[src/rtl/aa_capsule_line_blend_top_defines.svh]
// ---------------------------------------------------------------------------
// aa_capsule_line_blend_top_defines
// assertion macros used by the capsule line blend rtl
// ---------------------------------------------------------------------------
`ifndef AA_CAPSULE_LINE_BLEND_TOP_DEFINES_SVH
`define AA_CAPSULE_LINE_BLEND_TOP_DEFINES_SVH

// consequent checked in the same cycle
`define AA_CLB_ASSERT_NOW(lbl, ante, cons, msg) \
  lbl: assert property (@(posedge clk) disable iff (rst) (ante) |-> (cons)) else $error(msg);

// consequent checked in the cycle after the antecedent
`define AA_CLB_ASSERT_NEXT(lbl, ante, cons, msg) \
  lbl: assert property (@(posedge clk) disable iff (rst) (ante) |=> (cons)) else $error(msg);

`endif

[src/rtl/aa_clb_sqrt.sv]
// ---------------------------------------------------------------------------
// aa_clb_sqrt
// pipelined integer square root, two result bits a stage
// ---------------------------------------------------------------------------
module aa_clb_sqrt #(
  parameter int RW     = 28,
  parameter int SIDE_W = 33
) (
  input  logic              clk,
  input  logic              rst,
  input  logic              en,
  input  logic              in_valid,
  input  logic [2*RW-1:0]   n,
  input  logic [SIDE_W-1:0] side_in,
  output logic              out_valid,
  output logic [RW-1:0]     root,
  output logic [SIDE_W-1:0] side_out
);

  localparam int NW  = 2 * RW;
  localparam int NST = RW / 2;
  localparam int SW  = NW + RW + 1 + RW;

  logic              vld [NST];
  logic [NW-1:0]     rad [NST];
  logic [RW:0]       rem [NST];
  logic [RW-1:0]     rt  [NST];
  logic [SIDE_W-1:0] sd  [NST];

  // one digit: bring down two radicand bits, try (root << 2) | 1
  function automatic logic [SW-1:0] sq_step(input logic [NW-1:0] a, input logic [RW:0] r,
                                            input logic [RW-1:0] q);
    logic [RW+2:0] r2;
    logic [RW+2:0] trial;
    logic [RW+2:0] df;
    r2    = {r, a[NW-1:NW-2]};
    trial = {1'b0, q, 2'b01};
    df    = r2 - trial;
    if (r2 >= trial) begin
      return {a << 2, df[RW:0], q[RW-2:0], 1'b1};
    end else begin
      return {a << 2, r2[RW:0], q[RW-2:0], 1'b0};
    end
  endfunction

  for (genvar i = 0; i < NST; i++) begin : g_st
    logic              v_in;
    logic [NW-1:0]     a_in;
    logic [RW:0]       r_in;
    logic [RW-1:0]     q_in;
    logic [SIDE_W-1:0] s_in;
    logic [SW-1:0]     s1, s2;

    if (i == 0) begin : g_first
      assign v_in = in_valid;
      assign a_in = n;
      assign r_in = '0;
      assign q_in = '0;
      assign s_in = side_in;
    end else begin : g_next
      assign v_in = vld[i-1];
      assign a_in = rad[i-1];
      assign r_in = rem[i-1];
      assign q_in = rt[i-1];
      assign s_in = sd[i-1];
    end

    assign s1 = sq_step(a_in, r_in, q_in);
    assign s2 = sq_step(s1[SW-1 -: NW], s1[2*RW:RW], s1[RW-1:0]);

    always_ff @(posedge clk) begin
      if (rst) begin
        vld[i] <= 1'b0;
      end else if (en) begin
        vld[i] <= v_in;
      end
    end

    always_ff @(posedge clk) begin
      if (en) begin
        rad[i] <= s2[SW-1 -: NW];
        rem[i] <= s2[2*RW:RW];
        rt[i]  <= s2[RW-1:0];
        sd[i]  <= s_in;
      end
    end
  end

  assign out_valid = vld[NST-1];
  assign root      = rt[NST-1];
  assign side_out  = sd[NST-1];

endmodule

[config.mk]
export PLATFORM = sky130hd
export DESIGN_NAME = aa_clb_sqrt
export DESIGN_NICKNAME = d
export VERILOG_FILES = /design/src/rtl/aa_capsule_line_blend_top_defines.svh /design/src/rtl/aa_clb_sqrt.sv
export SDC_FILE = /design/constraint.sdc
export NUM_CORES = 2
export LEC_CHECK = 0
export BUFFER_PORTS_ARGS = -buffer_cell sky130_fd_sc_hd__buf_2
export CAP_MARGIN = 20
export CELL_PAD_IN_SITES_DETAIL_PLACEMENT = 1
export CELL_PAD_IN_SITES_GLOBAL_PLACEMENT = 1
export CORE_UTILIZATION = 30
export DETAILED_ROUTE_END_ITERATION = 16
export GPL_TIMING_DRIVEN = 0
export PLACE_DENSITY = 0.53
export SETUP_SLACK_MARGIN = 0.5
export SYNTH_ARGS = -nofsm -noshare
export SYNTH_HDL_FRONTEND = slang
export SYNTH_SLANG_ARGS = --single-unit
[constraint.sdc]
create_clock -name clk -period 10.5 [get_ports clk]
set_clock_uncertainty 0.15 [all_clocks]
set_input_delay 0 -clock clk [delete_from_list [all_inputs] [get_ports clk]]
set_output_delay 0 -clock clk [all_outputs]
set_load 0.005 [all_outputs]
**After elaboration in Yosys (flattened, before gate mapping)**

Memory sizes are Yosys's and may differ from the RTL's.
Index checks and enable logic that the tools add are counted.

- Bits of input ports: 93
- Output and inout port bits: 62
- Word-level logic and storage cells: 123
- Register bits after elaboration: 0
- Memories: 5
- Memory bits (writable): 2,002

- Muxes and demuxes: 48
- Bitwise operators: 14
- Add/subtract/negate cells: 28
- Magnitude comparators: 28

Memory list:

| name | depth | width | rd ports | clocked after memory_dff | write ports | line | text |
|---|---|---|---|---|---|---|---|
| rad | 14 | 52 | 13 | 0 | 14 | aa_clb_sqrt.sv:25 | `logic [NW-1:0] rad [NST];` |
| sd | 14 | 33 | 14 | 0 | 14 | aa_clb_sqrt.sv:28 | `logic [SIDE_W-1:0] sd [NST];` |
| rem | 14 | 29 | 13 | 0 | 14 | aa_clb_sqrt.sv:26 | `logic [RW:0] rem [NST];` |
| rt | 14 | 28 | 14 | 0 | 14 | aa_clb_sqrt.sv:27 | `logic [RW-1:0] rt [NST];` |
| vld | 14 | 1 | 14 | 0 | 14 | aa_clb_sqrt.sv:24 | `logic vld [NST];` |

Operator list:

| cell | count |
|---|---|
| $mux 57 | 28 |
| $ge 31x30->1 | 27 |
| $sub 29x29->29 | 27 |
| $mux 1 | 20 |
| $or 1x1->1 | 14 |
| $sub 2x1->3 const B | 1 |
| $ge 2x1->1 const B | 1 |

**Logic depth before layout (Yosys ltp)**

An unclocked memory read counts as a cell.

- Word-level depth: 5
- Mapped depth: 28
- Mapped depth without buffers: 25

**Least setup slack after synthesis**

OpenSTA, ideal clock, no wires.

- Kind: register -> register
- Start: mem rem[1][99] in the netlist's numbering
- End: mem rem[1][128] in the netlist's numbering, data pin
- Path buffers: 3
- Library setup time: 0.254 ns
- Cell stages (with the launch flop): 23
- Path slack: 4.608 ns
- Arrival: 5.488 ns
- Period minus slack after synthesis: 5.892 ns
- Required time: 10.096 ns
- Cell sequence: edfxtp_1 > ha_1 > a21o_1 > a211o_1 > nor4_1 > nor3_1 > nor3_1 > inv_1 > clkbuf_1 > a31o_2 > ha_1 > and4_1 > and2_1 > o2111ai_1 > nand3_1 > o21ai_0 > nor3b_1 > nor3_1 > o311ai_0 > nand4_1 > buf_2 > buf_1 > o21a_1

RTL lines:

| item | line |
|---|---|
| from (decl) | aa_clb_sqrt.sv:26 |

==> impl_metrics.json <==
{
  "outcome": "completed",
  "cts.htree.levels": 4,
  "dieArea_sq_um": 252000,
  "ant_nets": 0,
  "io_pins": 155,
  "maxSlewViolCount": 0,
  "drt_iter0_drc": 2790,
  "cts_resized": 0,
  "finalSetupViolCount": 0,
  "ys_async_sr_fraction": 0,
  "die_w_um": 502,
  "reg2reg_depth": 24,
  "synth_top_area_frac": 0.563,
  "use_met1": 0.207,
  "antenna_found_initial": 2,
  "hold_class": "in2reg",
  "via_per_inst": 4.93,
  "endpoint_kind": "flip-flop",
  "areaGrowthSynthToFinish_pct": 17.1,
  "nets": 7486,
  "clock_sinks": 1407,
  "port_buffers": 154,
  "final_cell_mix": "edfxtp_1, nor2_1, a21oi_1",
  "max_slew_margin": 0.224,
  "num_vias": 51400,
  "cap_viol_max_count": 0,
  "grt_remaining_overflow": 0,
  "synth_flop_cell": "edfxtp_1",
  "arrival_ns": 8.87,
  "ctsRootBufferMaster": "clkbuf_16",
  "fill_cells": 27100,
  "min-delay-start": "en",
  "dp_hpwl_mm": 155,
  "synth_edf_count": 1407,
  "yosysWarnings": 0,
  "ys_seq_area_frac": 0.563,
  "fp.dieH_um": 502,
  "timing.rr.start": "rt[1][56]",
  "peakVddDrop_uv": 129,
  "yosys.area.top_type": "edfxtp_1",
  "routabilityCongestion": 0.833,
  "grt_first_pass_wirelength_mm": 314,
  "crit_fanout": 10,
  "wirelength_mm": 205,
  "synth_cells": 6436,
  "use_met3": 0.0233,
  "final_layout_size_suffix_gt1_frac": 0.0926,
  "crit_type": "reg2reg",
  "synth_cell_type_count": 113,
  "syn_area_sq_um": 75100,
  "grt_pass1_vias": 53400,
  "fin_crit_sh": 0.807,
  "wire_per_inst_um": 19.6,
  "required_ns": 10.90,
  "synth_area_leaders": "edfxtp_1, ha_1, xnor2_1",
  "synth_seq_cells": 1407,
  "clockBufferDepth": 3,
  "grt_max_degree": 180,
  "r2r_setup_slack_ns": 2.03,
  "max_freq_mhz": 118,
  "tightest_slew_ns": 1.15,
  "drtPass1Iterations": 5,
  "cts-buffers-inserted": 166,
  "cts.clk_slew.worst_paths_ns": 0.06,
  "route.detailed.drc": 0,
  "finalHoldViolCount": 0,
  "final_common_cell": "edfxtp_1",
  "critPathLaunch": "rt[1][56]",
  "tns_ns": 0,
  "layout_setup_ws_ns": 2.03,
  "p_per_area_nw_per_um2": 242,
  "power_leakage_nw": 33.1,
  "rows": 183,
  "whs_path_depth": 2,
  "post-place-ws_ns": 1.98,
  "top_usage_layer": "met2",
  "syn_avg_cell_area_sq_um": 11.7,
  "regArea_sq_um": 42300,
  "rsz0062_at_grt": "false",
  "worstSkewPairLatency_ns": 0.85,
  "gr-usage-met2": 0.272,
  "worstSetupStartpointType": "flip-flop",
  "multi_input_area_sq_um": 30800,
  "cts_tree": "yes",
  "initial_core_util": 0.302,
  "design.core.area_sq_um": 249000,
  "grtUsageTotal": 0.160,
  "period_needed_ns": 8.47
}
[report_power, final]
group	switching, mW	internal [mW]	total [mW]	leakage [nW]
sequential	0.482	7.19	7.68	13.6
clock	2.46	3.52	5.97	2.75
combinational	4.59	3.02	7.61	16.8
total	7.53	13.7	21.3	33.1
[cell usage after synthesis (11+ instances only)]
cell	instances
or4_1	35
a31oi_1	43
a211oi_1	50
buf_2	33
a211o_1	20
nor3_1	165
nand4_1	96
and2_1	50
nor2_1	476
o21ai_0	308
and3_1	46
nand3b_1	19
o2111ai_1	12
a21o_1	192
nand2_1	459
o21a_1	84
o311ai_0	11
nor3b_1	18
nand4b_1	21
a21oi_1	461
nor4b_1	16
o31ai_1	53
or2_2	43
buf_1	18
mux2_2	83
xnor2_1	353
o211ai_1	26
nor2b_1	72
nor4_1	69
or3_1	49
and4_1	16
xor2_1	200
o21bai_1	45
clkbuf_1	97
o31a_1	15
mux2i_1	23
edfxtp_1	1407
nand2b_1	65
inv_1	365
ha_1	431
nand3_1	133
a31o_2	15
[worst max-delay path, cell delays in order (launching register included)]
cell and delay [ns]:
edfxtp_1 0.53, inv_1 0.13, ha_1 0.38, o21a_1 0.20
o221ai_1 0.18, a21oi_1 0.27, o21a_1 0.28, o2111ai_1 0.33
nand2_1 0.28, clkbuf_1 0.61, clkbuf_1 0.62, a21oi_1 0.21
ha_1 0.32, clkbuf_1 0.31, nand4_1 0.19, or2_2 0.31
inv_1 0.06, a31oi_1 0.17, o31ai_1 0.77, a22o_1 0.35
nor3_1 0.12, nand4b_1 0.30, buf_2 0.36, buf_1 0.50
a21oi_1 0.23
[flip-flops by register name (all words and copies together), names as in the netlist]
signal,flops
sd,462
rad,364
rem,357
rt,210
vld,14
[kinds of logic after synthesis]
logic type	share of synthesized area
mux	0.0155
simple gates	0.129
compound gates	0.129
flops	0.563
fa+ha+maj	0.0718
xor+xnor	0.0645
other cells	0.0000499
buf+inv	0.0270
[worst paths after layout]
kind                     end
setup / recovery  rem[1][98]
hold / removal    rad[0][26]
setup reg to reg  rem[1][98]
hold reg to reg    sd[4][27]
[cell type report]
class / count / share of cell area
inverter: 375 / 0.0160
timing repair buffer: 356 / 0.0335
clock inverter: 106 / 0.0167
sequential: 1407 / 0.480
antenna: 3 / 0.0000854
clock buffer: 195 / 0.0485
multi-input combinational: 4505 / 0.350
tap: 3330 / 0.0474
buffer: 151 / 0.00708
[metrics by stage]
step / instances / utilization / total power [mW] / hold WS, ns / instance area (sq um)
2_1_floorplan: 6438 / - / 13.0 / -0.0511 / 75100
3_3_place_gp: 9922 / 0.322 / 15.5 / 0.0264 / 80000
3_5_place_dp: 9936 / 0.323 / 15.3 / 0.0285 / 80300
4_1_cts: 10400 / 0.354 / 21.6 / 0.0283 / 87900
5_1_grt: 10400 / 0.354 / 22.6 / 0.0583 / 87900
6_report: 10400 / 0.354 / 21.3 / 0.0823 / 87900
[repair_timing]
item | CTS | global route
setup endpoints to repair | 0 | 0
setup buffers | 0 | 0
hold buffers | 188 | 0
hold endpoints to repair | 500 | 0
[metal layers]
| metal | vias up | routed length, um |
|---|---|---|
| li1 | 25200 | - |
| met1 | 25200 | 93500 |
| met2 | 676 | 98400 |
| met3 | 292 | 6160 |
| met4 | 0 | 6750 |
| met5 | - | 0 |
Note: power is estimated with default switching activity, not from simulation.
