<file path="src/rtl/aa_capsule_line_blend_top_defines.svh">
// ---------------------------------------------------------------------------
// aa_capsule_line_blend_top_defines
// assertion macros used by the capsule line blend rtl
// ---------------------------------------------------------------------------
`ifndef AA_CAPSULE_LINE_BLEND_TOP_DEFINES_SVH
`define AA_CAPSULE_LINE_BLEND_TOP_DEFINES_SVH

// consequent checked in the same cycle
`define AA_CLB_ASSERT_NOW(lbl, ante, cons, msg) \
  lbl: assert property (@(posedge clk) disable iff (rst) (ante) |-> (cons)) else $error(msg);

// consequent checked in the cycle after the antecedent
`define AA_CLB_ASSERT_NEXT(lbl, ante, cons, msg) \
  lbl: assert property (@(posedge clk) disable iff (rst) (ante) |=> (cons)) else $error(msg);

`endif

</file>
<file path="src/rtl/aa_clb_pkg.sv">
// ---------------------------------------------------------------------------
// aa_clb_pkg
// shared types and constants of the capsule line blend pipeline
// ---------------------------------------------------------------------------
package aa_clb_pkg;

  localparam int COORD_W = 17;
  localparam int PIX_W   = 12;
  localparam int ARGB_W  = 32;
  localparam int T_W     = 16;
  localparam logic [T_W:0] T_ONE = {1'b1, {T_W{1'b0}}};

  localparam int CFG_IDX_W = 4;
  localparam logic [CFG_IDX_W-1:0] CFG_START_X  = 4'd0;
  localparam logic [CFG_IDX_W-1:0] CFG_START_Y  = 4'd1;
  localparam logic [CFG_IDX_W-1:0] CFG_END_X    = 4'd2;
  localparam logic [CFG_IDX_W-1:0] CFG_END_Y    = 4'd3;
  localparam logic [CFG_IDX_W-1:0] CFG_HALF_W   = 4'd4;
  localparam logic [CFG_IDX_W-1:0] CFG_COLOR    = 4'd5;
  localparam logic [CFG_IDX_W-1:0] CFG_SURF_W   = 4'd6;
  localparam logic [CFG_IDX_W-1:0] CFG_SURF_H   = 4'd7;

  typedef struct packed {
    logic [COORD_W-1:0] start_x;
    logic [COORD_W-1:0] start_y;
    logic [COORD_W-1:0] end_x;
    logic [COORD_W-1:0] end_y;
    logic [11:0]        half_width;
    logic [ARGB_W-1:0]  line_color;
    logic [12:0]        surface_width;
    logic [12:0]        surface_height;
  } cfg_t;

endpackage

</file>
<file path="src/rtl/aa_clb_div.sv">
// ---------------------------------------------------------------------------
// aa_clb_div
// pipelined restoring divider for the projection parameter t, two bits a stage
// ---------------------------------------------------------------------------
module aa_clb_div import aa_clb_pkg::*; #(
  parameter int LW     = 36,
  parameter int SIDE_W = 69
) (
  input  logic                 clk,
  input  logic                 rst,
  input  logic                 en,
  input  logic                 in_valid,
  input  logic signed [LW-1:0] dot,
  input  logic [LW-1:0]        len2,
  input  logic [SIDE_W-1:0]    side_in,
  output logic                 out_valid,
  output logic [T_W:0]         t,
  output logic [SIDE_W-1:0]    side_out
);

  localparam int NST = T_W / 2;
  localparam logic [1:0] MD_DIV  = 2'd0;
  localparam logic [1:0] MD_ZERO = 2'd1;
  localparam logic [1:0] MD_ONE  = 2'd2;

  logic              vld [NST];
  logic [LW-1:0]     rem [NST];
  logic [LW-1:0]     dvs [NST];
  logic [T_W-1:0]    quo [NST];
  logic [1:0]        md  [NST];
  logic [SIDE_W-1:0] sd  [NST];

  function automatic logic [LW:0] div_step(input logic [LW-1:0] r, input logic [LW-1:0] d);
    logic [LW:0] r2;
    logic [LW:0] df;
    r2 = {r, 1'b0};
    df = r2 - {1'b0, d};
    if (r2 >= {1'b0, d}) begin
      return {1'b1, df[LW-1:0]};
    end else begin
      return {1'b0, r2[LW-1:0]};
    end
  endfunction

  for (genvar i = 0; i < NST; i++) begin : g_st
    logic              v_in;
    logic [LW-1:0]     r_in, d_in;
    logic [T_W-1:0]    q_in;
    logic [1:0]        m_in;
    logic [SIDE_W-1:0] s_in;
    logic [LW:0]       s1, s2;

    if (i == 0) begin : g_first
      logic is_zero, is_one;
      always_comb begin
        is_zero = (len2 == '0) || dot[LW-1] || (dot == '0);
        is_one  = !is_zero && ($signed(dot) >= $signed(len2));
        if (is_zero) begin
          m_in = MD_ZERO;
        end else if (is_one) begin
          m_in = MD_ONE;
        end else begin
          m_in = MD_DIV;
        end
        r_in = (m_in == MD_DIV) ? dot : '0;
        d_in = len2;
        q_in = '0;
        v_in = in_valid;
        s_in = side_in;
      end
    end else begin : g_next
      assign v_in = vld[i-1];
      assign r_in = rem[i-1];
      assign d_in = dvs[i-1];
      assign q_in = quo[i-1];
      assign m_in = md[i-1];
      assign s_in = sd[i-1];
    end

    assign s1 = div_step(r_in, d_in);
    assign s2 = div_step(s1[LW-1:0], d_in);

    always_ff @(posedge clk) begin
      if (rst) begin
        vld[i] <= 1'b0;
      end else if (en) begin
        vld[i] <= v_in;
      end
    end

    always_ff @(posedge clk) begin
      if (en) begin
        rem[i] <= s2[LW-1:0];
        dvs[i] <= d_in;
        quo[i] <= {q_in[T_W-3:0], s1[LW], s2[LW]};
        md[i]  <= m_in;
        sd[i]  <= s_in;
      end
    end
  end

  always_ff @(posedge clk) begin
    if (rst) begin
      out_valid <= 1'b0;
    end else if (en) begin
      out_valid <= vld[NST-1];
    end
  end

  always_ff @(posedge clk) begin
    if (en) begin
      case (md[NST-1])
        MD_ONE:  t <= T_ONE;
        MD_ZERO: t <= '0;
        default: t <= {1'b0, quo[NST-1]};
      endcase
      side_out <= sd[NST-1];
    end
  end

endmodule

</file>
<file path="config.mk">
export PLATFORM = sky130hd
export DESIGN_NAME = aa_clb_div
export DESIGN_NICKNAME = d
export VERILOG_FILES = /design/src/rtl/aa_capsule_line_blend_top_defines.svh /design/src/rtl/aa_clb_pkg.sv /design/src/rtl/aa_clb_div.sv
export SDC_FILE = /design/constraint.sdc
export NUM_CORES = 2
export LEC_CHECK = 0
export ABC_AREA = 1
export BUFFER_PORTS_ARGS = -buffer_cell sky130_fd_sc_hd__buf_4
export CAP_MARGIN = 10
export CORE_MARGIN = 2
export CORE_UTILIZATION = 25
export DETAILED_ROUTE_END_ITERATION = 8
export GPL_TIMING_DRIVEN = 0
export PLACE_DENSITY = 0.46
export SLEW_MARGIN = 20
export SYNTH_ARGS = -nofsm -noshare
export SYNTH_HDL_FRONTEND = slang
export SYNTH_SLANG_ARGS = --single-unit
</file>
<file path="constraint.sdc">
create_clock -name clk -period 6.3 [get_ports clk]
set_input_delay 1.26 -clock clk [delete_from_list [all_inputs] [get_ports clk]]
set_output_delay 1.26 -clock clk [all_outputs]
set_load 0.03 [all_outputs]
</file>
Word-level counts from Yosys, hierarchy flattened

Memories as Yosys holds them, arrays and structs flattened. A register that Yosys moved wholly into a read port is not among the register bits.
Cells that the tools add are included.

Register bits: 17
Bits in latches: 0
RAM bits: 1280
Bits in read-only memories: 0
Input port bits: 145
Output and inout bits: 87
Word-level logic and storage cells: 91
Memories: 6

Memory list:

| memory | words | bits a word | rd ports | clocked after Yosys merged registers in | write ports | line             | source |
|---|---|---|---|---|---|---|---|
| sd     | 8     | 69          | 8        | 1                                       | 8           | aa_clb_div.sv:31 | `logic [SIDE_W-1:0] sd [NST];` |
| dvs    | 8     | 36          | 7        | 0                                       | 8           | aa_clb_div.sv:28 | `logic [LW-1:0] dvs [NST];` |
| rem    | 8     | 36          | 7        | 0                                       | 8           | aa_clb_div.sv:27 | `logic [LW-1:0] rem [NST];` |
| quo    | 8     | 16          | 8        | 0                                       | 8           | aa_clb_div.sv:29 | `logic [T_W-1:0] quo [NST];` |
| md     | 8     | 2           | 8        | 0                                       | 8           | aa_clb_div.sv:30 | `logic [1:0] md [NST];` |
| vld    | 8     | 1           | 8        | 1                                       | 8           | aa_clb_div.sv:26 | `logic vld [NST];` |

Add/sub/neg operators: 16
Multipliers: 0
Divide/modulo/power cells: 0
$lt $le $gt $ge: 17
Eq/ne operators: 2
Shifts and indexed selects: 0
Mux-type cells: 34
Bitwise logic cells: 8
Reduce and logical (&&, ||, !) cells: 7

Operator list:

| operator                                       | number |
|---|---|
| >= comparator 37 x 36 -> 1 bit                 | 16 |
| 2-to-1 mux 37 bit                              | 16 |
| subtractor 36 bit                              | 16 |
| logical NOT 36 bit                             | 2 |
| >= comparator 36 bit                           | 1 |
| 2-to-1 mux 36 bit                              | 1 |
| one-hot mux 17 bit (2 select lines)            | 1 |
| 2-to-1 mux 1 bit                               | 14 |
| OR 1 bit                                       | 8 |
| 2-to-1 mux 2 bit                               | 2 |
| == test 2 x 1 -> 1 bit (second input constant) | 1 |
| == test 2 bit (second input constant)          | 1 |
| logical NOT 2 bit                              | 1 |
| logical OR 1 bit                               | 2 |
| logical AND 1 bit                              | 1 |
| logical NOT 1 bit                              | 1 |

Depth between registers and ports, before layout

Depth after elaboration: 13
Gate-level depth with buffers: 49
Gate-level depth less buffers: 45

Worst setup path after synthesis

OpenSTA, ideal clock, no wires.

Path type: input -> register
From: input port len2[35]
To: memory rem[0][26], data pin
Arrival: 6157 ps
Setup slack: -109 ps
Stages: 41
Buffers on the path: 4
Cells stage by stage: inv_1 -> ha_1 -> nand2_1 -> nor2_1 -> nand2_1 -> nor2_2 -> nand3_1 -> nand2_1 -> nor2_1 -> nand3_2 -> nand3_2 -> nor2_4 -> inv_2 -> buf_6 -> buf_6 -> nor2_4 -> ha_1 -> a21oi_1 -> (+5 left out) -> inv_4 -> clkbuf_2 -> a21boi_0 -> ha_1 -> nand2_1 -> nor2_1 -> inv_1 -> nor4_1 -> nand3_1 -> nand3_1 -> nand2_1 -> nand2_1 -> nand2_1 -> inv_1 -> nor2_4 -> buf_6 -> nand2_1 -> nand2_1

RTL lines:

| element         | line             | source |
|---|---|---|
| start, declared | aa_clb_div.sv:14 | `input logic [LW-1:0] len2,` |
| end, declared   | aa_clb_div.sv:27 |  |

==> results.ini <==
[critical_path]
cp_slowest_stage_delay_ns = 0.31
worstPathMaxFanout = 10
path_delay_family = simple AND/OR/NAND/NOR gates
critPathLaunchType = input pin
arrival_ns = 7.35
cp-end-kind = flop
cp.required_ns = 6.98
path_buf_inv = 12
path_common_cell = nor2_4
crit_type = input pin to flop
slowest_stage = ha_1
rrSetupSlack_ns = 0.17

[drt]
detail-route-antenna-nets = 0
drcViolationCount = 0
vias = 68700
drt_iter0_markers = 5567
totalWireLength_um = 315000
wire_per_inst_um = 21.8
drtPass1Iterations = 6
vias_per_cell = 4.77

[global_route]
grt_pass1_wl_um = 452000
overflow = 0
grtUsageTotal_pct = 18.6
grt_start_max_net_pins = 141
grt_pass1_vias = 67100
antenna_found_initial = 10

[synth]
synthCells = 9428
syn_nets = 10200
yosysWarnings = 0
synth_seq_cells = 1239
synth_cell_types = 68
syn_area_sq_um = 80700
synth-async-reset-ratio_pct = 0
synth-edff-count = 1238
synth_ff_type = edfxtp_1
syn_avg_cell_area_sq_um = 8.56
ys_seq_area_share_pct = 46.1

[run_status]
violations = negative setup slack
status = complete, but fails checks

[clock_tree]
cts_root_buf = clkbuf_16
clock_path_buffers = 4
clkLatencyLatePin_ns = 0.84
clkTransAtPathRegs_ns = 0.06
cts_max_level = 4
cts_buffers = 157
cts_tree = yes
cts_sinks = 1239

[sta]
setup_ws_ns = -0.372
skew_ns = 0.0443
fin_crit_sh_pct = 106
finalSetupTns_ns = -11.84
rsz0062_at_grt = true
slew_headroom_pct = 41.2
report.final.hold_viol_count = 0
fmax_ghz = 0.150
drv_slew = 0
setup_viol = 37
fin_crit_ns = 6.67
tightest_slew_ns = 0.882

[layout]
area.growth.synth_to_final_pct = 20.3
drive_gt1_share_pct = 12.4
mostFrequentLayoutCell = nand2_1
stdcell_area_sq_um = 97100
instances_no_fill = 14400
fin_nets = 10700
most-common-layout-cells = 2250 x nand2_1, 1238 x edfxtp_1, 1150 x inv_1

[die]
initial_core_util_pct = 25.1
io_pins = 232
core_area_sq_um = 321000
die_w_um = 572
rows = 208
fp.dieH_um = 572
die_area_sq_um = 327000

[place]
dpl_cell_area_sq_um = 88200
numPortBuffers = 231
place_inst = 14000
place_congestion = 0.937
hpwl_um = 256000

[flow_run]
drv_cap = 0

[worst_hold_path]
hold_class = flop to flop

final timing paths:
kind | from | endpoint | cells past startpoint
max reg2reg | dvs[0][1] | rem[1][1] | 24
min | sd[5][5] | sd[6][5] | 0
min reg2reg | sd[5][5] | sd[6][5] | 0
max | len2[32] | rem[0][24] | 43
cell families after synthesis:
| logic type | synth area share (%) |
|---|---|
| simple gates | 22.0 |
| compound gates | 11.3 |
| buf+inv | 6.75 |
| flops | 46.1 |
| fa+ha+maj | 9.58 |
| xor+xnor | 4.34 |
| mux | 0.0248 |
through the flow:
step	util, %	hold slack [ns]	setup WS, ns
after global routing	30.2	0.404	-0.486
after floorplan	-	0.400	0.00470
after CTS	29.9	0.386	-0.162
after global placement	27.4	0.400	-8.81
after detailed placement	27.5	0.405	-2.60
final	30.2	0.394	-0.372
per-layer routing:
metal  vias up  track usage [%]  wire (um)
li1      33300                -          -
met1     33000             24.7     140000
met4         0             7.07      12700
met5         -                0          0
met3       474             2.07      15100
met2      1928             31.1     147000
synth_stat cells, types with 32 or more instances:
master	count	share of area, %
a21o_1	62	0.58
a21oi_1	651	4.0
a31oi_1	96	0.74
buf_2	47	0.29
buf_6	32	0.45
edfxtp_1	1238	46
ha_1	605	9.4
inv_1	1197	5.6
nand2_1	2378	11
nand3_1	609	3.8
nand4_1	118	0.91
nor2_1	817	3.8
nor3_1	73	0.45
nor4_1	42	0.33
o21a_1	39	0.36
o21ai_0	541	3.4
o21ai_1	51	0.32
o21bai_1	85	0.79
or2_2	38	0.29
xnor2_1	174	1.9
xor2_1	226	2.5
registers in the layout, indices dropped and copies added (netlist names):
register	count
rem	252
md	16
quo	72
vld	8
t	17
dvs	252
side_out	69
out_valid	1
sd	552
cell type report:
class | instances | area (sq um)
tap | 4305 | 5390
timing repair inverter | 1 | 11.3
clock inverter | 96 | 1050
inverter | 1217 | 4720
timing repair buffer | 389 | 3510
antenna | 7 | 17.5
fill | 34300 | 224000
multi-input combinational | 6845 | 40200
buffer | 127 | 1040
sequential | 1239 | 37200
clock buffer | 183 | 4030
repair_timing:
action	4_1_cts	5_1_grt
endpoints found under the setup margin	81	195
resized for setup	399	223
buffers inserted	100	40
pin swaps	89	69
cloned	7	2
hold buffers	0	0
Power is left out: the tool's default activity adds up to more than one toggle a clock period on the data nets, which glitch-free logic cannot reach.
