===== config.mk =====
export PLATFORM = sky130hd
export DESIGN_NAME = aa_clb_geom
export DESIGN_NICKNAME = d
export VERILOG_FILES = /design/src/rtl/aa_capsule_line_blend_top_defines.svh /design/src/rtl/aa_clb_pkg.sv /design/src/rtl/aa_clb_geom.sv
export SDC_FILE = /design/constraint.sdc
export NUM_CORES = 2
export LEC_CHECK = 0
export ABC_AREA = 0
export CAP_MARGIN = 20
export CORE_MARGIN = 10
export CORE_UTILIZATION = 70
export DETAILED_ROUTE_END_ITERATION = 10
export DONT_BUFFER_PORTS = 1
export PLACE_DENSITY = 0.94
export SYNTH_ARGS = -nofsm -noshare
export SYNTH_HDL_FRONTEND = slang
export SYNTH_SLANG_ARGS = --single-unit

===== constraint.sdc =====
create_clock -name clk -period 12 [get_ports clk]
set_input_delay 2.4 -clock clk [delete_from_list [all_inputs] [get_ports clk]]
set_output_delay 2.4 -clock clk [all_outputs]
set_load 0.01 [all_outputs]

===== src/rtl/aa_capsule_line_blend_top_defines.svh =====
// ---------------------------------------------------------------------------
// aa_capsule_line_blend_top_defines
// assertion macros used by the capsule line blend rtl
// ---------------------------------------------------------------------------
`ifndef AA_CAPSULE_LINE_BLEND_TOP_DEFINES_SVH
`define AA_CAPSULE_LINE_BLEND_TOP_DEFINES_SVH

// consequent checked in the same cycle
`define AA_CLB_ASSERT_NOW(lbl, ante, cons, msg) \
  lbl: assert property (@(posedge clk) disable iff (rst) (ante) |-> (cons)) else $error(msg);

// consequent checked in the cycle after the antecedent
`define AA_CLB_ASSERT_NEXT(lbl, ante, cons, msg) \
  lbl: assert property (@(posedge clk) disable iff (rst) (ante) |=> (cons)) else $error(msg);

`endif


===== src/rtl/aa_clb_pkg.sv =====
// ---------------------------------------------------------------------------
// aa_clb_pkg
// shared types and constants of the capsule line blend pipeline
// ---------------------------------------------------------------------------
package aa_clb_pkg;

  localparam int COORD_W = 17;
  localparam int PIX_W   = 12;
  localparam int ARGB_W  = 32;
  localparam int T_W     = 16;
  localparam logic [T_W:0] T_ONE = {1'b1, {T_W{1'b0}}};

  localparam int CFG_IDX_W = 4;
  localparam logic [CFG_IDX_W-1:0] CFG_START_X  = 4'd0;
  localparam logic [CFG_IDX_W-1:0] CFG_START_Y  = 4'd1;
  localparam logic [CFG_IDX_W-1:0] CFG_END_X    = 4'd2;
  localparam logic [CFG_IDX_W-1:0] CFG_END_Y    = 4'd3;
  localparam logic [CFG_IDX_W-1:0] CFG_HALF_W   = 4'd4;
  localparam logic [CFG_IDX_W-1:0] CFG_COLOR    = 4'd5;
  localparam logic [CFG_IDX_W-1:0] CFG_SURF_W   = 4'd6;
  localparam logic [CFG_IDX_W-1:0] CFG_SURF_H   = 4'd7;

  typedef struct packed {
    logic [COORD_W-1:0] start_x;
    logic [COORD_W-1:0] start_y;
    logic [COORD_W-1:0] end_x;
    logic [COORD_W-1:0] end_y;
    logic [11:0]        half_width;
    logic [ARGB_W-1:0]  line_color;
    logic [12:0]        surface_width;
    logic [12:0]        surface_height;
  } cfg_t;

endpackage


===== src/rtl/aa_clb_geom.sv =====
// ---------------------------------------------------------------------------
// aa_clb_geom
// pixel centre offsets, dot product and squared segment length (3 stages)
// ---------------------------------------------------------------------------
module aa_clb_geom import aa_clb_pkg::*; #(
  parameter int FRAC_BITS = 4,
  parameter int MAX_DIM   = 4096,
  parameter int WW        = 18,
  parameter int LW        = 36
) (
  input  logic                 clk,
  input  logic                 rst,
  input  logic                 en,
  input  cfg_t                 cfg,
  input  logic                 in_valid,
  input  logic [PIX_W-1:0]     pix_x,
  input  logic [PIX_W-1:0]     pix_y,
  input  logic [ARGB_W-1:0]    dst_pixel,
  output logic                 out_valid,
  output logic signed [LW-1:0] dot,
  output logic [LW-1:0]        len2,
  output logic signed [WW-1:0] wx,
  output logic signed [WW-1:0] wy,
  output logic [ARGB_W-1:0]    dst,
  output logic                 draw
);

  localparam int PADW = WW - PIX_W - FRAC_BITS;

  logic signed [WW-1:0] sx, sy, ex, ey, cx, cy;
  logic                 on_surf;

  logic                 v1, v2;
  logic signed [WW-1:0] wx1, wy1, vx1, vy1, wx2, wy2;
  logic [ARGB_W-1:0]    dst1, dst2;
  logic                 draw1, draw2;
  logic signed [LW-1:0] pxv, pyv, qxv, qyv;

  assign sx = $signed({{(WW-COORD_W){cfg.start_x[COORD_W-1]}}, cfg.start_x});
  assign sy = $signed({{(WW-COORD_W){cfg.start_y[COORD_W-1]}}, cfg.start_y});
  assign ex = $signed({{(WW-COORD_W){cfg.end_x[COORD_W-1]}}, cfg.end_x});
  assign ey = $signed({{(WW-COORD_W){cfg.end_y[COORD_W-1]}}, cfg.end_y});

  // pixel centre sits half a pixel into the cell
  assign cx = $signed({{PADW{1'b0}}, pix_x, 1'b1, {(FRAC_BITS-1){1'b0}}});
  assign cy = $signed({{PADW{1'b0}}, pix_y, 1'b1, {(FRAC_BITS-1){1'b0}}});

  assign on_surf = ({1'b0, pix_x} < cfg.surface_width) &&
                   ({1'b0, pix_y} < cfg.surface_height) &&
                   (32'(pix_x) < MAX_DIM) && (32'(pix_y) < MAX_DIM);

  always_ff @(posedge clk) begin
    if (rst) begin
      v1 <= 1'b0;
      v2 <= 1'b0;
      out_valid <= 1'b0;
    end else if (en) begin
      v1 <= in_valid;
      v2 <= v1;
      out_valid <= v2;
    end
  end

  always_ff @(posedge clk) begin
    if (en) begin
      wx1   <= cx - sx;
      wy1   <= cy - sy;
      vx1   <= ex - sx;
      vy1   <= ey - sy;
      dst1  <= dst_pixel;
      draw1 <= (cfg.half_width != 12'd0) && on_surf;

      pxv   <= wx1 * vx1;
      pyv   <= wy1 * vy1;
      qxv   <= vx1 * vx1;
      qyv   <= vy1 * vy1;
      wx2   <= wx1;
      wy2   <= wy1;
      dst2  <= dst1;
      draw2 <= draw1;

      dot   <= pxv + pyv;
      len2  <= LW'(qxv + qyv);
      wx    <= wx2;
      wy    <= wy2;
      dst   <= dst2;
      draw  <= draw2;
    end
  end

endmodule


# After elaboration in Yosys (flattened, before gate mapping)
# Index checks and enable logic that the tools add are counted.
dict set report op_classes {
  n_mux 0
  n_div 0
  n_lt_le_gt_ge 2
  n_eq_ne 0
  shifts 0
  mul 4
  reduce_logical 3
  add_sub_neg 6
  bitwise 0
}
# operator n
set op_table {}
lappend op_table {{$mul A18 B18 Y36} 4}
lappend op_table {{$add A36 B36 Y36} 2}
lappend op_table {{$sub A17 B17 Y18} 4}
lappend op_table {{$lt A12 B13 Y1} 2}
lappend op_table {{$reduce_bool A12 Y1} 1}
lappend op_table {{$logic_and A1 B1 Y1} 2}
dict set report totals {
  word_cells 38
  out_inout_bits 142
  ram_bits 0
  mem_count 0
  in_bits 198
  regBits 462
  latch_bits 0
  mem_bits_ro 0
}

# Longest topological paths before layout
dict set report depth {
  word_depth 3
  depth_mapped 27
  depth_no_buf 25
}

# Worst setup path before layout
# No wires, ideal clock.
dict set report synth_timing {
  kind {register -> register}
  from {register vx1[3]}
  to {register pxv[35] (data pin)}
  required_time_ps 11740
  period_less_slack_ps 6633
  stages_incl_launch_ff 23
  setup_ps 260
  setup_slack_ps 5367
  n_path_buf 2
  t_arrival_ps 6373
  path_cell_list {edfxtp_1 clkbuf_1 clkbuf_1 nand2_1 fa_1 inv_1 fa_1 fa_1 fa_1 fa_1 inv_1 fa_1 inv_1 ha_1 nand3_1 nor2_1 a221oi_1 o21ai_0 a21o_1 a21o_1 or4b_1 a31oi_1 xnor2_1}
}
dict set report synth_between {
  elab_chain_cells 1
}
# element line_no
set synth_lines {}
lappend synth_lines {{start: declaration} aa_clb_geom.sv:34} ;# logic signed [WW-1:0] wx1, wy1, vx1, vy1, wx2, wy2;
lappend synth_lines {{start signal: assignment} aa_clb_geom.sv:68} ;# vx1 <= ex - sx;
lappend synth_lines {{$mul A18 B18 Y36} aa_clb_geom.sv:73} ;# pxv <= wx1 * vx1;
lappend synth_lines {{end signal: assignment} aa_clb_geom.sv:73}
lappend synth_lines {{end: declaration} aa_clb_geom.sv:37} ;# logic signed [LW-1:0] pxv, pyv, qxv, qyv;
# Every way passes these cells.
# A chain may end at the register's enable or synchronous reset.

# Worst setup path after layout
dict set report layout_timing {
  from {register vx1[17]}
  to {register qxv[35] (data pin)}
}
dict set report layout_between {
  elab_chain_cells 1
}
# element line_no
set layout_lines {}
lappend layout_lines {{$mul A18 B18 Y36} aa_clb_geom.sv:75} ;# qxv <= vx1 * vx1;
lappend layout_lines {{end signal: assignment} aa_clb_geom.sv:75}
lappend layout_lines {{end: declaration} aa_clb_geom.sv:37}
# Every way passes these cells.

==> key figures <==
Run status
  • Status: finished clean

Drt
  • Mean routed wirelength per cell: 21.7 um
  • Total routed wirelength: 165 mm
  • Remaining design rule violation count: 0
  • Detailed router's first-iteration violation count: 4,267
  • First drt pass iteration count: 9
  • Vias: 45,800
  • Number of nets with antenna violations after routing: 0
  • Number of vias per cell: 6.02

Cells and area
  • Fill cells: 5,513
  • Commonest non-fill, non-tap cell in the layout: sky130_fd_sc_hd__inv_1
  • Number of nets in the finished design: 8,308
  • Cell Count, Final, Fillers Out: 7,607
  • Synth-to-Final Area Change: 4.23%
  • Share of cells above drive strength 1: 2.27%
  • Most frequent cells in the layout: sky130_fd_sc_hd__inv_1 (1,660), sky130_fd_sc_hd__fa_1 (1,247), sky130_fd_sc_hd__nand2_1 (590)

Critical path
  • Critical path buffer and inverter count: 10
  • Top fanout value on the critical path: 29
  • CP most frequent cell: sky130_fd_sc_hd__inv_1
  • Maximum single-stage delay on the critical path: 0.58 ns
  • Critical path arrival: 8.51 ns
  • Slowest cell on the critical path: sky130_fd_sc_hd__inv_1
  • Category of cells accounting for the largest share of critical-path delay: adder cells
  • Critical path class: flop to flop
  • Category of the worst setup path launch point: flop
  • Nature of the critical path endpoint: flop
  • Data required time at the worst endpoint: 12.44 ns

Timing
  • Max Slew Vio Count: 0
  • Min cycle time layout: 8.07 ns
  • Final setup TNS: 0 ns
  • Count of endpoints failing setup in the final report: 0
  • Max frequency: 0.124 GHz
  • Tightest slew margin relative to the limit: 16.8%
  • Clock tree skew after final layout: 0.0474 ns
  • Number of hold-slack violations in the final timing report: 0
  • RSZ-0062 raised after global routing: no
  • Transition time at the pin with the least slew margin: 1.25 ns
  • Final cycle utilization of the critical path: 67.3%

Placement
  • # placed instances: 7,511
  • GPL Wtd Cong: 0.941
  • Port Buffer Count: 0
  • Detailed placement HPWL: 125 mm

Synthesis
  • Netlist cell types: 68
  • Ys async rst share: 0%
  • Cell area after synthesis: 65,800 um^2
  • Number of enable flip-flop cells after synthesis: 457
  • Register area share after synthesis: 20.9%
  • Number of nets produced by synthesis: 8,402
  • Synthesized area per cell: 10.3 um^2
  • Top cells by area, synth: sky130_fd_sc_hd__fa_1 (38%), sky130_fd_sc_hd__edfxtp_1 (21%), sky130_fd_sc_hd__ha_1 (11%)
  • Gate count after technology mapping: 6,402
  • Cell type contributing the most total cell area after synthesis: sky130_fd_sc_hd__fa_1
  • Primary flip-flop cell chosen by synthesis mapping: sky130_fd_sc_hd__edfxtp_1
  • Share of the synthesized area in the top cell type: 37.9%
  • Warnings from Yosys: 0
  • Register bit total from synthesis: 460

CTS
  • Cts bufs inserted: 49
  • Post-CTS repair timing setup buffer count: 0
  • Clock insertion delay at the later pin of the skew report: 0.68 ns
  • Hold buffer count at CTS: 0
  • CTS root buffer: sky130_fd_sc_hd__clkbuf_16
  • Maximum clock path buffer count: 3
  • Number of sinks on the clock net: 460
  • Clock-pin slew on the worst setup and hold paths: 0.09 ns
  • CTS H-Tree Depth: 2
  • CTS-repair resized insts: 0
  • CTS tree: done

Global routing
  • Pin count of the biggest net entering global routing: 461
  • First-pass GRT wire length: 266 mm
  • Overall track demand over capacity in global routing: 31.4%
  • Antenna violations before repair: 8
  • Via count of the first global-routing pass: 51,800
  • Global route total overflow: 0

Floorplan
  • Chip width: 327 um
  • Number of rows created at floorplan: 112
  • IO Count: 340
  • Initial core utilization: 70.5%
  • Total die area: 107,000 um^2
  • Die extent in y: 327 um
  • Core box area: 93,300 um^2

Min path
  • Type of the worst min-delay path: flop to flop

Job
  • Number of maximum-capacitance violations: 0
[cells in the mapped netlist, types with 6 or more instances]
library cell	number
sky130_fd_sc_hd__ha_1	555
sky130_fd_sc_hd__or2_2	6
sky130_fd_sc_hd__a21oi_1	171
sky130_fd_sc_hd__a31oi_1	23
sky130_fd_sc_hd__xnor2_1	223
sky130_fd_sc_hd__and3_1	21
sky130_fd_sc_hd__o211ai_1	12
sky130_fd_sc_hd__o31ai_1	7
sky130_fd_sc_hd__inv_1	1660
sky130_fd_sc_hd__fa_1	1247
sky130_fd_sc_hd__o21bai_1	22
sky130_fd_sc_hd__o2111ai_1	6
sky130_fd_sc_hd__mux2i_1	8
sky130_fd_sc_hd__nor3_1	46
sky130_fd_sc_hd__nor2b_1	47
sky130_fd_sc_hd__nor2_1	206
sky130_fd_sc_hd__xor2_1	59
sky130_fd_sc_hd__clkbuf_1	179
sky130_fd_sc_hd__nor4_1	6
sky130_fd_sc_hd__and2_1	401
sky130_fd_sc_hd__a21o_1	106
sky130_fd_sc_hd__o21a_1	27
sky130_fd_sc_hd__a21boi_0	13
sky130_fd_sc_hd__a31o_2	13
sky130_fd_sc_hd__nand4_1	15
sky130_fd_sc_hd__or3_1	11
sky130_fd_sc_hd__a211oi_1	13
sky130_fd_sc_hd__edfxtp_1	457
sky130_fd_sc_hd__nand3_1	39
sky130_fd_sc_hd__nand2b_1	47
sky130_fd_sc_hd__o21ai_0	82
sky130_fd_sc_hd__nand2_1	590
sky130_fd_sc_hd__o21ai_1	15
[sequential cells by signal, indices dropped and copies added (netlist names), 18 cells and up]
register,flops
len2,36
dst,32
wy,18
wx,18
wx1,18
vy1,18
pxv,36
vx1,18
qyv,35
dst2,32
wy1,18
dst1,32
qxv,35
wx2,18
dot,36
pyv,36
wy2,18
[metrics by stage]
stage | setup WS [ns] | hold slack, ns | instance area [um^2] | util [%]
final | 3.93 | 0.411 | 68600 | 73.5
after global routing | 3.66 | 0.417 | 68600 | 73.5
after CTS | 4.07 | 0.412 | 68600 | 73.5
after detailed placement | 4.14 | 0.405 | 67000 | 71.8
after global placement | 4.59 | 0.400 | 67000 | 71.8
after floorplan | 5.37 | 0.400 | 65800 | -
[layout make-up]
| type | count | area (um^2) | share of cell area, % |
|---|---|---|---|
| timing repair buffer | 38 | 285 | 0.416 |
| clock buffer | 57 | 1260 | 1.83 |
| sequential | 460 | 13800 | 20.1 |
| multi-input combinational | 4099 | 45100 | 65.8 |
| antenna | 7 | 17.5 | 0.0255 |
| clock inverter | 32 | 342 | 0.498 |
| tap | 1254 | 1570 | 2.29 |
| inverter | 1660 | 6230 | 9.08 |
[final timing paths]
kind	from	endpoint	slack, ns	cells past startpoint
worst min register to register	dst1[5]	dst2[5]	0.41	0
worst max register to register	vx1[17]	qxv[35]	3.93	26
worst max-delay path	vx1[17]	qxv[35]	3.93	26
worst min-delay path	dst1[5]	dst2[5]	0.41	0
[layer usage]
layer | track usage (%) | share of wire (%) | vias up
li1 | - | - | 19200
met2 | 53.5 | 49 | 3036
met1 | 35.6 | 33 | 22600
met5 | 0 | 0.022 | -
met3 | 7.41 | 10 | 928
met4 | 19.4 | 7.2 | 6
[cells by family after synthesis]
logic type | after synthesis | share of synthesized area, %
mux | 8 | 0.122
fa+ha+maj | 1802 | 48.5
compound gates | 564 | 5.67
xor+xnor | 282 | 3.75
buf+inv | 1843 | 10.5
simple gates | 1443 | 10.6
flops | 460 | 20.9
Power is not shown: default switching activity piles up to over one toggle a cycle in this logic, so the estimate is an artifact.
