**src/rtl/aa_capsule_line_blend_top_defines.svh**
```systemverilog
// ---------------------------------------------------------------------------
// aa_capsule_line_blend_top_defines
// assertion macros used by the capsule line blend rtl
// ---------------------------------------------------------------------------
`ifndef AA_CAPSULE_LINE_BLEND_TOP_DEFINES_SVH
`define AA_CAPSULE_LINE_BLEND_TOP_DEFINES_SVH

// consequent checked in the same cycle
`define AA_CLB_ASSERT_NOW(lbl, ante, cons, msg) \
  lbl: assert property (@(posedge clk) disable iff (rst) (ante) |-> (cons)) else $error(msg);

// consequent checked in the cycle after the antecedent
`define AA_CLB_ASSERT_NEXT(lbl, ante, cons, msg) \
  lbl: assert property (@(posedge clk) disable iff (rst) (ante) |=> (cons)) else $error(msg);

`endif

```
**src/rtl/aa_clb_pkg.sv**
```systemverilog
// ---------------------------------------------------------------------------
// aa_clb_pkg
// shared types and constants of the capsule line blend pipeline
// ---------------------------------------------------------------------------
package aa_clb_pkg;

  localparam int COORD_W = 17;
  localparam int PIX_W   = 12;
  localparam int ARGB_W  = 32;
  localparam int T_W     = 16;
  localparam logic [T_W:0] T_ONE = {1'b1, {T_W{1'b0}}};

  localparam int CFG_IDX_W = 4;
  localparam logic [CFG_IDX_W-1:0] CFG_START_X  = 4'd0;
  localparam logic [CFG_IDX_W-1:0] CFG_START_Y  = 4'd1;
  localparam logic [CFG_IDX_W-1:0] CFG_END_X    = 4'd2;
  localparam logic [CFG_IDX_W-1:0] CFG_END_Y    = 4'd3;
  localparam logic [CFG_IDX_W-1:0] CFG_HALF_W   = 4'd4;
  localparam logic [CFG_IDX_W-1:0] CFG_COLOR    = 4'd5;
  localparam logic [CFG_IDX_W-1:0] CFG_SURF_W   = 4'd6;
  localparam logic [CFG_IDX_W-1:0] CFG_SURF_H   = 4'd7;

  typedef struct packed {
    logic [COORD_W-1:0] start_x;
    logic [COORD_W-1:0] start_y;
    logic [COORD_W-1:0] end_x;
    logic [COORD_W-1:0] end_y;
    logic [11:0]        half_width;
    logic [ARGB_W-1:0]  line_color;
    logic [12:0]        surface_width;
    logic [12:0]        surface_height;
  } cfg_t;

endpackage

```
**src/rtl/aa_clb_blend.sv**
```systemverilog
// ---------------------------------------------------------------------------
// aa_clb_blend
// coverage to alpha, source-over blend and the output register (4 stages)
// ---------------------------------------------------------------------------
`include "aa_capsule_line_blend_top_defines.svh"

module aa_clb_blend import aa_clb_pkg::*; #(
  parameter int RW        = 28,
  parameter int FRAC_BITS = 4
) (
  input  logic              clk,
  input  logic              rst,
  input  cfg_t              cfg,
  input  logic              in_valid,
  input  logic [RW-1:0]     root,
  input  logic [ARGB_W-1:0] dst_in,
  input  logic              draw_in,
  output logic              en,
  output logic              out_valid,
  input  logic              out_ready,
  output logic [ARGB_W-1:0] out_pixel,
  output logic              write_flag
);

  localparam int CW     = RW + 2;
  localparam int HALF_E = 1 << (FRAC_BITS + 7);
  localparam int HALF_F = 1 << (FRAC_BITS - 1);

  function automatic logic [7:0] div255(input logic [15:0] x);
    logic [16:0] s1;
    logic [16:0] s2;
    s1 = {1'b0, x} + 17'd1;
    s2 = s1 + {8'h00, s1[16:8]};
    return s2[15:8];
  endfunction

  logic signed [CW-1:0] cov, c8;
  logic                 cov_pos;
  logic [8:0]           cov8_n;
  logic [16:0]          am;
  logic [7:0]           inv;

  logic                 b1_valid, b2_valid, b3_valid;
  logic                 b1_live, b2_live, b3_live;
  logic [8:0]           b1_cov8;
  logic [7:0]           b2_a, b3_a;
  logic [ARGB_W-1:0]    b1_dst, b2_dst, b3_dst;
  logic [15:0]          b3_r, b3_g, b3_b, b3_da;

  assign en = !out_valid || out_ready;

  assign cov     = $signed(CW'({cfg.half_width, 8'h00})) + $signed(CW'(HALF_E))
                   - $signed({2'b00, root});
  assign cov_pos = !cov[CW-1] && (cov != '0);
  assign c8      = (cov + $signed(CW'(HALF_F))) >>> FRAC_BITS;
  assign cov8_n  = (c8[CW-2:0] > (CW-1)'(256)) ? 9'd256 : c8[8:0];

  assign am  = 17'(cfg.line_color[31:24]) * 17'(b1_cov8) + 17'd128;
  assign inv = 8'hFF - b2_a;

  always_ff @(posedge clk) begin
    if (rst) begin
      b1_valid  <= 1'b0;
      b2_valid  <= 1'b0;
      b3_valid  <= 1'b0;
      out_valid <= 1'b0;
    end else if (en) begin
      b1_valid  <= in_valid;
      b2_valid  <= b1_valid;
      b3_valid  <= b2_valid;
      out_valid <= b3_valid;
    end
  end

  always_ff @(posedge clk) begin
    if (en) begin
      b1_cov8 <= cov8_n;
      b1_live <= draw_in && cov_pos;
      b1_dst  <= dst_in;

      b2_a    <= am[15:8];
      b2_live <= b1_live;
      b2_dst  <= b1_dst;

      b3_r    <= 16'(cfg.line_color[23:16]) * 16'(b2_a) + 16'(b2_dst[23:16]) * 16'(inv);
      b3_g    <= 16'(cfg.line_color[15:8]) * 16'(b2_a) + 16'(b2_dst[15:8]) * 16'(inv);
      b3_b    <= 16'(cfg.line_color[7:0]) * 16'(b2_a) + 16'(b2_dst[7:0]) * 16'(inv);
      b3_da   <= 16'(b2_dst[31:24]) * 16'(inv);
      b3_a    <= b2_a;
      b3_live <= b2_live;
      b3_dst  <= b2_dst;

      if (!b3_live || (b3_a == 8'h00)) begin
        out_pixel  <= b3_dst;
        write_flag <= 1'b0;
      end else if (b3_a == 8'hFF) begin
        out_pixel  <= {8'hFF, cfg.line_color[23:0]};
        write_flag <= 1'b1;
      end else begin
        out_pixel  <= {b3_a + div255(b3_da), div255(b3_r), div255(b3_g), div255(b3_b)};
        write_flag <= 1'b1;
      end
    end
  end

  `AA_CLB_ASSERT_NOW(a_flag_alpha, out_valid && write_flag, out_pixel[31:24] != 8'h00, "written pixel has zero alpha")
  `AA_CLB_ASSERT_NEXT(a_opaque, b3_valid && en && b3_live && (b3_a == 8'hFF), write_flag && (out_pixel[31:24] == 8'hFF), "opaque source not written as opaque")
  `AA_CLB_ASSERT_NEXT(a_skip, b3_valid && en && (!b3_live || (b3_a == 8'h00)), !write_flag && (out_pixel == $past(b3_dst)), "skipped pixel not passed through")
  `AA_CLB_ASSERT_NEXT(a_hold, b3_valid && !en, b3_valid && $stable(b3_a) && $stable(b3_dst), "blend stage moved during stall")

endmodule
```
**config.mk**
```make
export PLATFORM = sky130hd
export DESIGN_NAME = aa_clb_blend
export DESIGN_NICKNAME = d
export VERILOG_FILES = /design/src/rtl/aa_clb_pkg.sv /design/src/rtl/aa_clb_blend.sv
export VERILOG_INCLUDE_DIRS = /design/src /design/src/rtl
export SDC_FILE = /design/constraint.sdc
export NUM_CORES = 2
export LEC_CHECK = 0
export BUFFER_PORTS_ARGS = -buffer_cell sky130_fd_sc_hd__buf_2
export CAP_MARGIN = 15
export CORE_MARGIN = 5
export CORE_UTILIZATION = 25
export DETAILED_ROUTE_END_ITERATION = 8
export PLACE_DENSITY = 0.48
export SLEW_MARGIN = 20
export SYNTH_ARGS = -nofsm -noshare
export SYNTH_HDL_FRONTEND = slang
export SYNTH_SLANG_ARGS = --single-unit
```
**constraint.sdc**
```tcl
create_clock -name clk -period 17.83 [get_ports clk]
set_input_delay 1.783 -clock clk [delete_from_list [all_inputs] [get_ports clk]]
set_output_delay 1.783 -clock clk [all_outputs]
set_load 0.05 [all_outputs]
```
After elaboration in Yosys (flattened, before gate mapping)
Cells that the tools add are included.
- add/sub/neg operators: 17
- multiply operators: 8
- divide/modulo/power cells: 0
- order comparisons: 1
- eq/ne operators: 1
- shift-type cells: 0
- multiplexer cells: 3
- bitwise operators: 0
- reductions and logical operators: 9
- operator list (kind ; count):
    $mul A8 B8 Y16 ; 7
    $add A16 B1 Y17 const B ; 4
    $add A16 B9 Y16 ; 4
    $mux W32 ; 2
    $add A16 B16 Y16 ; 3
    $add A29 B5 Y30 const B ; 1
    $reduce_bool A30 Y1 ; 1
    $gt A29 B9 Y1 const B ; 1
    $sub A21 B28 Y29 ; 1
    $add A20 B12 Y21 const B ; 1
    $add A16 B8 Y16 const B ; 1
    $mul A8 B9 Y16 ; 1
    $add A8 B8 Y8 ; 1
    $eq A8 B8 Y1 const B ; 1
    $logic_not A8 Y1 ; 1
    $sub A8 B8 Y8 const A ; 1
    $logic_not A1 Y1 ; 3
    $logic_and A1 B1 Y1 ; 2
    $logic_or A1 B1 Y1 ; 2
    $mux W1 ; 1
- register bits: 225
- bits in latches: 0
- RAM bits: 0
- ROM bits: 0
- input bits: 203
- output and inout port bits: 35
- word-level logic and storage cells: 58
- memories kept: 0

Logic depth before layout (Yosys ltp)
- depth in word-level cells: 5
- depth in mapped cells: 23
- mapped depth without buffers: 23

Least setup slack after synthesis
OpenSTA, ideal clock, no wires.
- path type: in2out
- start: input out_ready
- end: output en
- arrival time: 8.395 ns
- data required time: 16.047 ns
- setup slack: 7.652 ns
- cell stages on the path: 2
- path buffers: 1
- cells stage by stage: nand2b_1 > clkbuf_1
- longest elaborated chain between the ends: 1
- ends and longest elaborated chain (what ; RTL line ; text):
    start, declared ; aa_clb_blend.sv:20 ; input logic out_ready,
    $logic_or A1 B1 Y1 ; aa_clb_blend.sv:50 ; assign en = !out_valid || out_ready;
    end, declared ; aa_clb_blend.sv:18 ; output logic en,
No other way between the ends.

Worst setup path in the final report
- start: input cfg[30] in the netlist's numbering
- end: register b3_b[14], data pin
- longest elaborated chain between the ends: 2
- ends and longest elaborated chain (what ; RTL line ; text):
    start, declared ; aa_clb_blend.sv:13 ; input cfg_t cfg,
    $mul A8 B8 Y16 ; aa_clb_blend.sv:87 ; b3_b <= 16'(cfg.line_color[7:0]) * 16'(b2_a) + 16'(b2_dst[7:0]) * 16'(inv);
    $add A16 B16 Y16 ; aa_clb_blend.sv:87 ;
    end signal, assigned ; aa_clb_blend.sv:87 ;
    end, declared ; aa_clb_blend.sv:48 ; logic [15:0] b3_r, b3_g, b3_b, b3_da;
No other way between the ends.
A chain may end at the register's enable or synchronous reset.

==> metrics.yaml <==
routing:
  drt-total-wl_mm: 74.4
  drtAntennaViolNets: 0
  drt_iter0_drc: 860
  drc_errors: 0
  routed_via_density: 4.38
  wl_per_cell_um: 16.0
  firstDrtPassIters: 5
  num_vias: 20300
global_route:
  overflow: 0
  grt_pass1_vias: 21600
  grt_pass1_wl_mm: 120
  grtUsageMet1_pct: 15.8
  grt_busiest_layer: "met2"
  antenna_found_initial: 20
  grt_util_met3_pct: 2.20
  met2_usage_pct: 20.9
  grt_max_degree: 64
  grt_use_total_pct: 12.1
run_status:
  status: "complete, no violations"
synth:
  synth_top_area_share_pct: 25.0
  synth_common_cells: "inv_1 (573), fa_1 (365), ha_1 (328)"
  synth-compound-area-share_pct: 6.19
  syn_area_um2: 29300
  seq_area_frac_synth_pct: 22.9
  synth.yosys.warnings: 0
  synth_top_family_by_area: "adder cells"
  ys_seq_elements: 225
  synth_top_flop_cell: "edfxtp_1"
  synthXorXnorAreaFrac_pct: 5.45
  synth.distinct_cells: 72
  yosysMostFrequentCell: "inv_1"
  avgSynthCellArea_um2: 9.86
  netlist_top_cells_area: "fa_1 (25%), edfxtp_1 (23%), ha_1 (14%), inv_1 (7.3%), xnor2_1 (4.1%)"
  synth_mux_area_share_pct: 0.329
  netlist_instances: 2969
  synthAdderAreaFrac_pct: 39.0
  synth-simple-area-share_pct: 17.6
  yosys.area.top_type: "fa_1"
  synth_edf_count: 221
  async_reset_ff_share_pct: 0
pwr:
  p_int_mw: 3.71
  switching_share_pct: 46.0
  p_per_area_nw_per_um2: 210
  power_frac_seq_pct: 15.9
  p_sw_mw: 3.16
  leakagePower_nw: 15.1
  total_power_mw: 6.86
  clockPowerShare_pct: 9.1
  power_frac_comb_pct: 75.0
  ir_drop_uv: 222
cts:
  cts_resized: 0
  cts_sinks: 225
  tritoncts: "yes"
  cts_hold_repair.buffers: 0
  cts_max_level: 1
  cts_buffers: 30
  post_cts_buffers: 0
  root_buffer: "clkbuf_16"
  clk_path_buf_depth: 3
  clk_latency_ps: 620
  clk_pin_slew_worst_paths_ps: 60
floorplan:
  die_w_um: 352
  io_pins: 238
  dieArea_um2: 124000
  fp.coreArea_um2: 116000
  fp-row-count: 125
  die_y_um: 352
  start_util_pct: 25.2
sta:
  timing_hold_violations_final: 0
  fin_crit_sh_pct: 37.8
  slew_viol_final: 0
  worst_pin_slew_ps: 986
  rsz0062_at_grt: "false"
  fmax_ghz: 0.148
  tns_ps: 0
  fin_skew_ps: 26.8
  setup_violations: 0
  slew_headroom_pct: 34.1
  period_needed_ps: 6750
cells_and_area:
  finalInstanceArea_um2: 32700
  fin_nets: 3978
  syn2layout_area_growth_pct: 11.8
  drive_gt1_share_pct: 7.73
  final_cells: 4641
setup_path:
  critPathLaunchType: "input port"
  arrival_ps: 7100
  critPathMaxFanout: 9
  critPathKind: "in2reg"
  cp-end-kind: "register"
  cp.required_ps: 18180
flow_run:
  cap_violations: 0
worst_hold_path:
  min_path_type: "reg2reg"
place:
  gp_congestion: 0.787
  dp_hpwl_mm: 56.3
  post-place-cells: 4574
  placed_area_um2: 31700
  io_buffers: 143
## path summary, 6_finish.rpt
kind / start / cells after the start / slack, ps / to
min: b1_dst[3]$_DFFE_PP_ / 0 / 420 / b2_dst[3]$_DFFE_PP_
max: cfg[30] / 22 / 11080 / b3_b[14]$_DFFE_PP_
min reg2reg: b1_dst[3]$_DFFE_PP_ / 0 / 420 / b2_dst[3]$_DFFE_PP_
max reg2reg: b2_a[3]$_DFFE_PP_ / 23 / 11400 / b3_b[14]$_DFFE_PP_
## registers in the layout, summed over array words and instances, names as in the netlist, 8 cells and up
signal,count
b1_cov8,9
b1_dst,32
b2_a,8
b2_dst,32
b3_a,8
b3_b,16
b3_da,16
b3_dst,32
b3_g,16
b3_r,16
out_pixel,32
## power by group through the flow
| stage | sequential (mW) | combinational [mW] | clock [mW] |
|---|---|---|---|
| 2_1_floorplan | 1.10 | 4.18 | 0 |
| 3_3_place_gp | 1.10 | 5.22 | 0 |
| 3_5_place_dp | 1.10 | 5.23 | 0 |
| 4_1_cts | 1.09 | 5.27 | 0.654 |
| 5_1_grt | 1.11 | 6.04 | 0.672 |
| 6_report | 1.09 | 5.15 | 0.626 |
## layer usage
layer / up-vias / part of all wire, %
li1: 9828 / -
met4: 10 / 2.4
met3: 89 / 5.0
met5: - / 0.099
met1: 10100 / 45
met2: 331 / 48
## logic make-up (layout without fill, tap and decap cells)
| family | after synthesis | in the layout |
|---|---|---|
| AOI/OAI and AO/OA | 280 | 280 |
| and+or+nand+nor | 926 | 926 |
| other | 1 | 14 |
| buffers and inverters | 655 | 790 |
| xor gates and xnor gates | 180 | 180 |
| DFF | 225 | 225 |
| adders and majority gates | 693 | 693 |
| muxes | 9 | 9 |
## layout make-up
cell class / count / area (um^2)
Fill cell: 12400 / 83500
Multi-Input combinational cell: 2091 / 20100
Sequential cell: 225 / 6720
Inverter: 574 / 2150
Tap cell: 1524 / 1910
Timing Repair Buffer: 160 / 843
Clock buffer: 35 / 791
Clock inverter: 21 / 209
Antenna cell: 11 / 27.5
## cell usage in the layout (no fill, tap or decap), types with 25 or more instances in the layout
cell       netlist  layout
inv_1          573     573
fa_1           365     365
ha_1           328     328
edfxtp_1       221     221
nor2b_1        191     191
nand2_1        179     179
and2_1         151     151
buf_2            1     143
xnor2_1        137     137
a21oi_1         91      91
nor2_1          87      86
nand2b_1        86      85
nand3_1         51      51
o21ai_0         48      48
xor2_1          42      42
nor3_1          39      39
and3_1          38      38
clkbuf_16        0      31
nand4_1         25      25
## per-stage QoR
stage / worst slack [ps] / util (%) / hold slack [ps]
after floorplan: 7650 / - / 400
after global placement: 10430 / 27.3 / 403
after detailed placement: 10400 / 27.3 / 406
after CTS: 11080 / 28.2 / 421
after global routing: 10700 / 28.2 / 423
final: 11080 / 28.2 / 419
## worst max-delay path, stage by stage
cell	delay, ps
buf_2	240
nand2_1	120
fa_1	590
inv_1	50
ha_1	270
inv_1	50
fa_1	500
inv_1	60
fa_1	520
inv_1	50
fa_1	470
inv_1	50
fa_1	430
ha_1	330
a21oi_1	240
o21bai_1	100
a21oi_1	280
nor2b_1	90
o21a_1	200
o31a_1	260
o41ai_1	320
xnor2_1	110
No activity file was read; power rests on OpenSTA's default activity.
